`src/rtl/stl_pkg.sv`:
```
`timescale 1ns / 1ps
// ----------------------------------------------------------------------------
// stl_pkg
// Shared types, token kind codes and character classes for the token lexer.
// ----------------------------------------------------------------------------
package stl_pkg;

   localparam int POSITION_BITS     = 16;
   localparam int KEYWORD_MAX_CHARS = 5;
   localparam int PREFIX_BITS       = 8 * KEYWORD_MAX_CHARS;
   localparam int QUEUE_DEPTH       = 4;
   localparam int QUEUE_ABITS       = 2;

   localparam logic [15:0] LEN_MAX   = 16'hFFFF;
   localparam logic [15:0] TALLY_MAX = 16'hFFFF;

   // token kinds
   localparam logic [5:0] KIND_OP_BASE = 6'd16;
   localparam logic [5:0] KIND_STRING  = 6'd32;
   localparam logic [5:0] KIND_INTEGER = 6'd33;
   localparam logic [5:0] KIND_FLOAT   = 6'd34;
   localparam logic [5:0] KIND_IDENT   = 6'd35;
   localparam logic [5:0] KIND_KEY_BASE = 6'd36;
   localparam logic [5:0] KIND_END     = 6'd47;
   localparam logic [5:0] KIND_ERROR   = 6'd48;

   localparam logic [7:0] CH_EQ    = 8'h3D;
   localparam logic [7:0] CH_GT    = 8'h3E;
   localparam logic [7:0] CH_DOT   = 8'h2E;
   localparam logic [7:0] CH_UNDER = 8'h5F;
   localparam logic [7:0] CH_SLASH = 8'h2F;
   localparam logic [7:0] CH_QUOTE = 8'h22;
   localparam logic [7:0] CH_NL    = 8'h0A;

   // one token with its slot information; a queue entry holds a pair of these
   typedef struct packed {
      logic [5:0]  kind;
      logic [15:0] offset;
      logic [15:0] length;
      logic        last;
   } token_type;

   // what the front hands the back for one byte
   typedef struct packed {
      logic      two;     // both tokens present
      token_type first;
      token_type second;
   } pair_type;

   function automatic logic is_numeral(input logic [7:0] b);
      return (b >= 8'h30) && (b <= 8'h39);
   endfunction

   function automatic logic is_letter(input logic [7:0] b);
      return ((b >= 8'h61) && (b <= 8'h7A)) || ((b >= 8'h41) && (b <= 8'h5A))
             || (b == CH_UNDER);
   endfunction

   // punctuator index, bit 4 set when not a punctuator
   function automatic logic [4:0] punct_index(input logic [7:0] b);
      case (b)
         8'h28: return 5'd0;
         8'h29: return 5'd1;
         8'h7B: return 5'd2;
         8'h7D: return 5'd3;
         8'h5B: return 5'd4;
         8'h5D: return 5'd5;
         8'h2E: return 5'd6;
         8'h2C: return 5'd7;
         8'h3B: return 5'd8;
         8'h21: return 5'd9;
         8'h3F: return 5'd10;
         8'h24: return 5'd11;
         8'h25: return 5'd12;
         8'h40: return 5'd13;
         8'h23: return 5'd14;
         8'h5C: return 5'd15;
         default: return 5'd16;
      endcase
   endfunction

   // one-byte operator offset, bit 4 set when not an operator
   function automatic logic [4:0] single_op(input logic [7:0] b);
      case (b)
         8'h3D: return 5'd0;
         8'h2D: return 5'd3;
         8'h2B: return 5'd6;
         8'h2A: return 5'd8;
         8'h2F: return 5'd10;
         8'h7C: return 5'd12;
         8'h26: return 5'd14;
         default: return 5'd16;
      endcase
   endfunction

   function automatic logic [4:0] double_op(input logic [7:0] op, input logic [7:0] b);
      logic [4:0] r;
      r = 5'd16;
      if (op == CH_EQ && b == CH_EQ) r = 5'd1;
      if (op == CH_EQ && b == CH_GT) r = 5'd2;
      if (op == 8'h2D && b == CH_EQ) r = 5'd4;
      if (op == 8'h2D && b == CH_GT) r = 5'd5;
      if (op == 8'h2B && b == CH_EQ) r = 5'd7;
      if (op == 8'h2A && b == CH_EQ) r = 5'd9;
      if (op == CH_SLASH && b == CH_EQ) r = 5'd11;
      if (op == 8'h7C && b == 8'h7C) r = 5'd13;
      if (op == 8'h26 && b == 8'h26) r = 5'd15;
      return r;
   endfunction

   // keyword lookup on the packed word prefix
   function automatic logic [5:0] word_kind(input logic [PREFIX_BITS-1:0] p,
                                            input logic [15:0] len);
      logic [5:0] k;
      k = KIND_IDENT;
      if (len == 16'd3 && p == PREFIX_BITS'(24'h6C6574)) k = KIND_KEY_BASE;
      if (len == 16'd3 && p == PREFIX_BITS'(24'h666F72)) k = KIND_KEY_BASE + 6'd1;
      if (len == 16'd4 && p == PREFIX_BITS'(32'h66756E63)) k = KIND_KEY_BASE + 6'd2;
      if (len == 16'd4 && p == PREFIX_BITS'(32'h656C7365)) k = KIND_KEY_BASE + 6'd3;
      if (len == 16'd4 && p == PREFIX_BITS'(32'h7468656E)) k = KIND_KEY_BASE + 6'd4;
      if (len == 16'd4 && p == PREFIX_BITS'(32'h6C6F6F70)) k = KIND_KEY_BASE + 6'd5;
      if (len == 16'd4 && p == PREFIX_BITS'(32'h77697468)) k = KIND_KEY_BASE + 6'd6;
      if (len == 16'd5 && p == PREFIX_BITS'(40'h636F6E7374)) k = KIND_KEY_BASE + 6'd7;
      if (len == 16'd5 && p == PREFIX_BITS'(40'h7573696E67)) k = KIND_KEY_BASE + 6'd8;
      if (len == 16'd5 && p == PREFIX_BITS'(40'h6D61746368)) k = KIND_KEY_BASE + 6'd9;
      if (len == 16'd5 && p == PREFIX_BITS'(40'h627265616B)) k = KIND_KEY_BASE + 6'd10;
      return k;
   endfunction

endpackage

```
`src/rtl/stl_front.sv`:
```
`timescale 1ns / 1ps
// ----------------------------------------------------------------------------
// stl_front
// Scanner: takes one byte a beat and produces up to two tokens for it.
// ----------------------------------------------------------------------------
module stl_front import stl_pkg::*; (
   input  logic       clock,
   input  logic       reset,
   input  logic       byte_valid,
   input  logic [7:0] byte_data,
   output logic       byte_ready,
   output logic       pair_valid,
   output pair_type   pair_data,
   input  logic       space_ok
);

   typedef enum logic [2:0] {
      MODE_IDLE, MODE_OPER, MODE_WORD, MODE_NUMBER, MODE_STRING, MODE_COMMENT
   } mode_type;

   mode_type                 mode_ff, mode_in;
   logic [7:0]               op_ff, op_in;
   logic [PREFIX_BITS-1:0]   prefix_ff, prefix_in;
   logic [POSITION_BITS-1:0] start_ff, start_in, pos_ff;
   logic [15:0]              len_ff, len_in;
   logic                     dot_ff, dot_in;

   logic      take;
   logic      n_first, n_second, flush_tok, begin_now;
   token_type flush_t, begin_t, direct_t;
   logic      begin_emit, direct_emit;
   logic [4:0] pi, so, dop, pend_op;
   logic [15:0] len_grow;

   assign byte_ready = space_ok;
   assign take       = byte_valid && space_ok;
   assign len_grow   = (len_ff == LEN_MAX) ? len_ff : len_ff + 16'd1;
   assign pend_op    = single_op(op_ff);

   always_comb begin
      // token that the pending scan produces when cut short
      flush_t        = '0;
      flush_t.offset = 16'(start_ff);
      flush_t.length = len_ff;
      flush_tok      = 1'b0;
      unique case (mode_ff)
         MODE_OPER: begin
            flush_tok = 1'b1;
            flush_t.kind = KIND_OP_BASE + {2'b00, pend_op[3:0]};
            flush_t.length = 16'd1;
         end
         MODE_WORD: begin
            flush_tok = 1'b1;
            flush_t.kind = (len_ff > 16'(KEYWORD_MAX_CHARS)) ? KIND_IDENT
                           : word_kind(prefix_ff, len_ff);
         end
         MODE_NUMBER: begin
            flush_tok = 1'b1;
            flush_t.kind = dot_ff ? KIND_FLOAT : KIND_INTEGER;
         end
         MODE_STRING: begin
            flush_tok = 1'b1;
            flush_t.kind = KIND_ERROR;
         end
         default: flush_tok = 1'b0;
      endcase
   end

   always_comb begin
      mode_in   = mode_ff;
      op_in     = op_ff;
      prefix_in = prefix_ff;
      start_in  = start_ff;
      len_in    = len_ff;
      dot_in    = dot_ff;
      begin_now = 1'b0;
      n_first   = 1'b0;
      direct_emit = 1'b0;
      direct_t  = '0;
      pi  = punct_index(byte_data);
      so  = single_op(byte_data);
      dop = double_op(op_ff, byte_data);

      unique case (mode_ff)
         MODE_OPER: begin
            if (op_ff == CH_SLASH && byte_data == CH_SLASH) mode_in = MODE_COMMENT;
            else if (!dop[4]) begin
               direct_emit = 1'b1;
               direct_t.kind = KIND_OP_BASE + {2'b00, dop[3:0]};
               direct_t.offset = 16'(start_ff);
               direct_t.length = 16'd2;
               mode_in = MODE_IDLE;
            end else begin
               n_first = 1'b1;
               begin_now = 1'b1;
            end
         end
         MODE_WORD: begin
            if (is_letter(byte_data) || is_numeral(byte_data)) begin
               if (len_ff < 16'(KEYWORD_MAX_CHARS))
                  prefix_in = {prefix_ff[PREFIX_BITS-9:0], byte_data};
               len_in = len_grow;
            end else begin
               n_first = 1'b1;
               begin_now = 1'b1;
            end
         end
         MODE_NUMBER: begin
            if (is_numeral(byte_data) || byte_data == CH_UNDER || byte_data == CH_DOT) begin
               if (byte_data == CH_DOT) dot_in = 1'b1;
               len_in = len_grow;
            end else begin
               n_first = 1'b1;
               begin_now = 1'b1;
            end
         end
         MODE_STRING: begin
            len_in = len_grow;
            if (byte_data == CH_QUOTE) begin
               direct_emit = 1'b1;
               direct_t.kind = KIND_STRING;
               direct_t.offset = 16'(start_ff);
               direct_t.length = len_grow;
               mode_in = MODE_IDLE;
            end
         end
         MODE_COMMENT: begin
            if (byte_data == CH_NL) mode_in = MODE_IDLE;
         end
         default: begin
            begin_now = 1'b1;
         end
      endcase

      // a new token may start with this byte; whitespace starts none
      begin_emit = 1'b0;
      begin_t = '0;
      begin_t.offset = 16'(pos_ff);
      begin_t.length = 16'd1;
      if (begin_now) begin
         mode_in  = MODE_IDLE;
         start_in = pos_ff;
         len_in   = 16'd1;
         if (byte_data == 8'h20 || byte_data == 8'h09 || byte_data == CH_NL) begin
            mode_in = MODE_IDLE;
         end else if (!pi[4]) begin
            begin_emit = 1'b1;
            begin_t.kind = {2'b00, pi[3:0]};
         end else if (!so[4]) begin
            op_in = byte_data;
            mode_in = MODE_OPER;
         end else if (byte_data == CH_QUOTE) begin
            mode_in = MODE_STRING;
         end else if (is_letter(byte_data)) begin
            prefix_in = PREFIX_BITS'(byte_data);
            mode_in = MODE_WORD;
         end else if (is_numeral(byte_data)) begin
            dot_in = 1'b0;
            mode_in = MODE_NUMBER;
         end else begin
            begin_emit = 1'b1;
            begin_t.kind = KIND_ERROR;
         end
      end

      // assemble the pair for this byte
      pair_data = '0;
      n_second  = 1'b0;
      if (byte_data == 8'h00) begin
         pair_data.first = flush_t;
         pair_data.second.kind = KIND_END;
         pair_data.second.offset = 16'(pos_ff);
         pair_data.second.length = 16'd1;
         pair_data.second.last = 1'b1;
         pair_data.two = flush_tok;
         if (!flush_tok) pair_data.first = pair_data.second;
         n_first = 1'b1;
         n_second = 1'b1;
      end else if (n_first) begin
         pair_data.first = flush_t;
         pair_data.second = begin_t;
         pair_data.second.last = 1'b1;
         pair_data.two = begin_emit;
         if (!begin_emit) pair_data.first.last = 1'b1;
         n_second = begin_emit;
      end else if (direct_emit) begin
         pair_data.first = direct_t;
         pair_data.first.last = 1'b1;
      end else if (begin_emit) begin
         pair_data.first = begin_t;
         pair_data.first.last = 1'b1;
      end
      if (byte_data == 8'h00 && !flush_tok) pair_data.first.last = 1'b1;
      pair_valid = take && (n_first || direct_emit || begin_emit || n_second);
   end

   always_ff @(posedge clock) begin
      if (reset) begin
         mode_ff   <= MODE_IDLE;
         op_ff     <= '0;
         prefix_ff <= '0;
         start_ff  <= '0;
         len_ff    <= '0;
         pos_ff    <= '0;
         dot_ff    <= 1'b0;
      end else if (take) begin
         if (byte_data == 8'h00) begin
            mode_ff   <= MODE_IDLE;
            op_ff     <= '0;
            prefix_ff <= '0;
            start_ff  <= '0;
            len_ff    <= '0;
            pos_ff    <= '0;
            dot_ff    <= 1'b0;
         end else begin
            mode_ff   <= mode_in;
            op_ff     <= op_in;
            prefix_ff <= prefix_in;
            start_ff  <= start_in;
            len_ff    <= len_in;
            pos_ff    <= pos_ff + 1'b1;
            dot_ff    <= dot_in;
         end
      end
   end

endmodule

```
`src/rtl/stl_back.sv`:
```
`timescale 1ns / 1ps
// ----------------------------------------------------------------------------
// stl_back
// Token queue and output stage: queues token pairs, sends one token a beat
// and keeps the running error count.
// ----------------------------------------------------------------------------
module stl_back import stl_pkg::*; (
   input  logic        clock,
   input  logic        reset,
   input  logic        pair_valid,
   input  pair_type    pair_data,
   output logic        space_ok,
   output logic        tok_valid,
   output token_type   tok_data,
   output logic [15:0] tok_errors,
   input  logic        tok_ready
);

   pair_type               queue_ff [QUEUE_DEPTH];
   logic [QUEUE_ABITS-1:0] wr_ff, rd_ff;
   logic [QUEUE_ABITS:0]   count_ff;
   logic                   half_ff;   // first token of head pair already sent
   logic [15:0]            tally_ff, tally_in;
   logic                   push, pop_tok, pop_pair;
   pair_type               head;

   assign head     = queue_ff[rd_ff];
   assign space_ok = (count_ff < (QUEUE_ABITS+1)'(QUEUE_DEPTH));
   assign push     = pair_valid;
   assign tok_valid = (count_ff != '0);
   assign tok_data  = half_ff ? head.second : head.first;
   assign pop_tok   = tok_valid && tok_ready;
   assign pop_pair  = pop_tok && (half_ff || !head.two);

   // error count as seen by the token now on the output
   always_comb begin
      tally_in = tally_ff;
      if (tok_data.kind == KIND_ERROR && tally_ff != TALLY_MAX) tally_in = tally_ff + 16'd1;
      tok_errors = tally_in;
   end

   always_ff @(posedge clock) begin
      if (push) queue_ff[wr_ff] <= pair_data;
   end

   always_ff @(posedge clock) begin
      if (reset) begin
         wr_ff    <= '0;
         rd_ff    <= '0;
         count_ff <= '0;
         half_ff  <= 1'b0;
         tally_ff <= '0;
      end else begin
         if (push) wr_ff <= wr_ff + 1'b1;
         if (pop_pair) rd_ff <= rd_ff + 1'b1;
         count_ff <= count_ff + (QUEUE_ABITS+1)'(push) - (QUEUE_ABITS+1)'(pop_pair);
         if (pop_tok) begin
            half_ff  <= !pop_pair;
            tally_ff <= (tok_data.kind == KIND_END) ? 16'd0 : tally_in;
         end
      end
   end

endmodule

```
`src/rtl/source_token_lexer.sv`:
```
`timescale 1ns / 1ps
// ----------------------------------------------------------------------------
// source_token_lexer
// Source text tokenizer, one byte a beat in, one token a beat out.
// ----------------------------------------------------------------------------
// Input channel req_*: one source byte per beat in req_tdata; a zero byte
// ends the text, flushes the pending token and is answered by an END token.
// Result channel rsp_*: one token per beat; rsp_tlast marks the last token
// caused by one input byte. A byte can cause none, one or two tokens.
// Throughput: one byte per cycle while tokens drain as fast; a byte that
// causes two tokens needs two output beats, set by the single output port.
// A token is offered from the registered pair queue, into which it is written when the byte that ends it is taken.
// A four-entry token-pair queue separates the scanner from the output, so a
// stalled receiver stops req_tready only once the queue is full.
// Reset clears scanner, position, error count and the queue.
// ----------------------------------------------------------------------------
module source_token_lexer import stl_pkg::*; (
   input  logic        clock,
   input  logic        reset,
   input  logic        req_tvalid,
   output logic        req_tready,
   input  logic [7:0]  req_tdata,   // text_byte
   output logic        rsp_tvalid,
   input  logic        rsp_tready,
   output logic [55:0] rsp_tdata,   // token_kind, token_offset, token_length,
                                    // errors_so_far, zero fill
   output logic        rsp_tlast    // last_of_run
);

   logic      pair_valid, space_ok, tok_valid;
   pair_type  pair_data;
   token_type tok_data;
   logic [15:0] tok_errors;

   stl_front u_front (
      .clock      (clock),
      .reset      (reset),
      .byte_valid (req_tvalid),
      .byte_data  (req_tdata),
      .byte_ready (req_tready),
      .pair_valid (pair_valid),
      .pair_data  (pair_data),
      .space_ok   (space_ok)
   );

   stl_back u_back (
      .clock      (clock),
      .reset      (reset),
      .pair_valid (pair_valid),
      .pair_data  (pair_data),
      .space_ok   (space_ok),
      .tok_valid  (tok_valid),
      .tok_data   (tok_data),
      .tok_errors (tok_errors),
      .tok_ready  (rsp_tready)
   );

   assign rsp_tvalid = tok_valid;
   assign rsp_tlast  = tok_data.last;
   assign rsp_tdata  = {2'b00, tok_errors, tok_data.length, tok_data.offset, tok_data.kind};

endmodule
```
`config.mk`:
```
export PLATFORM = sky130hd
export DESIGN_NAME = source_token_lexer
export DESIGN_NICKNAME = d
export VERILOG_FILES = /design/src/rtl/stl_pkg.sv /design/src/rtl/stl_front.sv /design/src/rtl/stl_back.sv /design/src/rtl/source_token_lexer.sv
export SDC_FILE = /design/constraint.sdc
export NUM_CORES = 1
export LEC_CHECK = 0
export BUFFER_PORTS_ARGS = -buffer_cell sky130_fd_sc_hd__buf_2
export CAP_MARGIN = 0
export CORE_ASPECT_RATIO = 0.9
export CORE_UTILIZATION = 32
export CTS_CLUSTER_SIZE = 10
export DETAILED_ROUTE_END_ITERATION = 10
export HOLD_SLACK_MARGIN = 0.05
export SLEW_MARGIN = 20
export SYNTH_ARGS = -nofsm -noshare
export SYNTH_HDL_FRONTEND = slang
export SYNTH_HIERARCHICAL = 1
export SYNTH_SLANG_ARGS = --single-unit
```
`constraint.sdc`:
```
create_clock -name clock -period 9.1 [get_ports clock]
set_input_delay 0.91 -clock clock [delete_from_list [all_inputs] [get_ports clock]]
set_output_delay 0.91 -clock clock [all_outputs]
set_load 0.01 [all_outputs]
```
==> results.md <==
- DIE HEIGHT: 241 µm
- CTS HTree Levels: 2
- Routed Antenna Nets: 0
- Net switching power: around 0.0015 W
- Synth top cells by count: 316 x edfxtp_1, 169 x nand2_1, 126 x dfxtp_1
- Via Count: 13,400
- EDFF count, synth: around 320
- Overflow after GRT: 0
- Unrepaired setup endpoints after global routing: false
- Layout Utilization: 0.364
- Pint: 0.00385 W
- Ys Warns: 6
- Final worst-path cycle share: 0.646
- Peak VDD IR: 0.129 mV
- FMAX: 170 MHz
- Critical path class: flip-flop to output port
- Flop pwr share: 0.452
- Hold Path Origin: u_front/start_ff[6]
- CTS Hold Bufs: 0
- Routed wire length: ~49 mm
- Diodes inserted: 0
- Synth Cell Area: 0.0203 mm²
- Root Driver: clkbuf_16
- Wire length per cell: 19.6 µm
- Vias in the first global route: 13,200
- Core ar.: 0.0627 mm²
- Worst Hold Class: flip-flop to flip-flop
- Port bufs: 68
- R2R Path Start: u_front/mode_ff[0]
- Post-CTS resize count: 0
- Cell taking the most area after synthesis: edfxtp_1
- PD cells: 233 mW/mm²
- Initial antenna violation count: 0
- GR Util All Layers: 0.152
- CTS clk-pin slew, worst paths: approximately 60 ps
- Clock network fraction of total power: 0.354
- Largest net degree at the start of global routing: 50
- Largest cells by area after synthesis: edfxtp_1 47%, dfxtp_1 12%, mux4_2 8.8%
- Leak pwr: 7.43 nW
- Final min period: 5880 ps
- Iter 0 DRT Violations: 993
- Inserted Clock Buffers: 51
- Seq/Total Area, Yosys: 0.592
- DP HPWL: around 32 mm
- Post-CTS Setup Inserts: 0
- IO Count: 71
- DIE WIDTH: 267 µm
- Crit path largest cell delay: approximately 860 ps
- Cells after Synth: around 1,600
- Cell chain of the critical path: buf_4 > mux4_2 > mux2_2 > or4_4 > nor3_2 > nand3_1 > xnor2_1 > buf_2
- Switching Fraction: 0.277
- Final GP Congestion: slightly below 0.9
- Seq cells post-synth: 442
- FP Rows: 87
- Later-pin clock latency in the skew report: 590 ps
- Unique masters post-synth: a little over 90
- Outcome: completed
- Primary FF master, synth: edfxtp_1
- Vias per inst: 5.34
- Clk_skew: 28.6 ps
- CP max FO: 48
- Setup TNS: 0 ps
- Clk sinks: roughly 440
- Most common cell in the netlist: edfxtp_1
- Final number of hold-violating endpoints: 0
- WP data required: slightly above 8000 ps
- Combinational Power Share: 0.194
- Final setup viols: 0
- Critical path data arrival time: just under 5000 ps
- CTS tree: done
- Worst path slowest cell: buf_4
- Synth top area share: 0.468
- Longest Clk Path Bufs: 3
- Initial Util: 0.323
- MaxCap Viol Count: 0
- Worst relative slew slack: 0.283
- Net count, final: between 1,500 and 2,000
- Die area: 0.0644 mm²
- CP Capture Type: output port
- Global-route wire length before repair: 76.3 mm
- Avg Cell Area, Syn: ~13 µm²
- Critical Path Start Type: flip-flop
- Ys async rst share: 0
- Least-Margin Pin Slew: 1070 ps
- Fraction of layout cells with a size suffix above 1: 0.163
- Area growth, synth to finish: 12.7%
- Final Max Slew Viols: 0
- Drt first pass iters: 5
- DR DRC count: 0
## cells in the final DEF, fill, tap and decap left out, types with 28 or more instances in the layout
cell | synthesis | routed
a21oi_1 | 58 | 58
a22o_1 | 73 | 73
and2_1 | 32 | 28
buf_2 | 14 | 68
clkbuf_1 | 47 | 36
clkbuf_16 | 0 | 52
dfxtp_1 | 126 | 124
edfxtp_1 | 316 | 316
mux4_2 | 79 | 79
nand2_1 | 169 | 169
nand3_1 | 46 | 46
nand4_1 | 31 | 31
nor2_1 | 85 | 84
nor3_1 | 34 | 34
o21ai_0 | 49 | 49
## state kept, by name (all words and copies together), names as in the netlist, named ones only
| register | flops |
|---|---|
| u_back/wr_ff | 2 |
| u_front/op_ff | 8 |
| u_front/len_ff | 16 |
| u_back/count_ff | 3 |
| u_back/rd_ff | 2 |
| u_front/mode_ff | 3 |
| u_front/prefix_ff | 40 |
| u_back/queue_ff | 316 |
| u_front/start_ff | 16 |
| u_front/pos_ff | 16 |
| u_front/dot_ff | 1 |
| u_back/tally_ff | 16 |
| u_back/half_ff | 1 |
## critical path, delay by kind of cell (launching register included)
kind          cells  cell delay (ps)
flops             1              760
buf+inv           2             1000
simple gates      3             1410
xor+xnor          1              160
mux               2              930
## kinds of logic (layout without fill, tap and decap cells)
| group | Yosys count | after routing | share of synthesized area |
|---|---|---|---|
| XOR/XNOR | 41 | 41 | 0.0177 |
| AND/OR/NAND/NOR | 562 | 562 | 0.151 |
| adder cells (fa/ha/maj) | 11 | 11 | 0.00716 |
| AO/OA/AOI/OAI | 294 | 294 | 0.105 |
| multiplexers | 90 | 90 | 0.0935 |
| buffers and inverters | 136 | 204 | 0.0336 |
| flip-flops | 442 | 442 | 0.592 |
| other | 2 | 17 | 0.000370 |
## worst paths after layout
kind | endpoint | slack (ps) | depth (start not counted)
setup / recovery | rsp_tdata[46] | 3220 | 8
hold / removal | u_front/start_ff[6] | 480 | 1
hold reg to reg | u_front/start_ff[6] | 480 | 1
setup reg to reg | u_back/queue_ff[3][25] | 4420 | 8
## layer usage
layer	wire (µm)	share of wire	vias to the layer above	track usage
li1	-	-	6149	-
met4	858	0.017	0	0.0399
met3	2730	0.055	65	0.0242
met5	0	0	-	0
met2	23100	0.47	371	0.246
met1	22500	0.46	6797	0.212
## power groups by stage
| stage | logic [W] | clock network (W) | registers [W] |
|---|---|---|---|
| after floorplan | 0.000749 | 0 | 0.00240 |
| after global placement | 0.00105 | 0 | 0.00244 |
| after detailed placement | 0.00105 | 0 | 0.00245 |
| after CTS | 0.00106 | 0.00193 | 0.00241 |
| after global routing | 0.00112 | 0.00201 | 0.00242 |
| final | 0.00103 | 0.00188 | 0.00240 |
## final cells by class
cell class | count | area [µm²]
clock buffers | 89 | 1450
clock inverters | 5 | 92.6
fillers | 6052 | 39800
inverters | 25 | 93.8
multi-input cells | 1015 | 7670
flip-flops and latches | 442 | 12000
well taps | 845 | 1060
repair buffers | 85 | 468
## stage by stage
stage                     total power [W]  std cells  cell area (µm²)  setup WS (ps)  hold WS, ps
final                             0.00532       2506            22900           3220          479
after global routing              0.00555       2506            22900           2800          495
after CTS                         0.00540       2506            22900           3090          481
after detailed placement          0.00350       2412            21300           3700          464
after global placement            0.00349       2412            21300           3730          462
after floorplan                   0.00315       1593            20300           3960          450
Power figures use the tool's default switching activity.
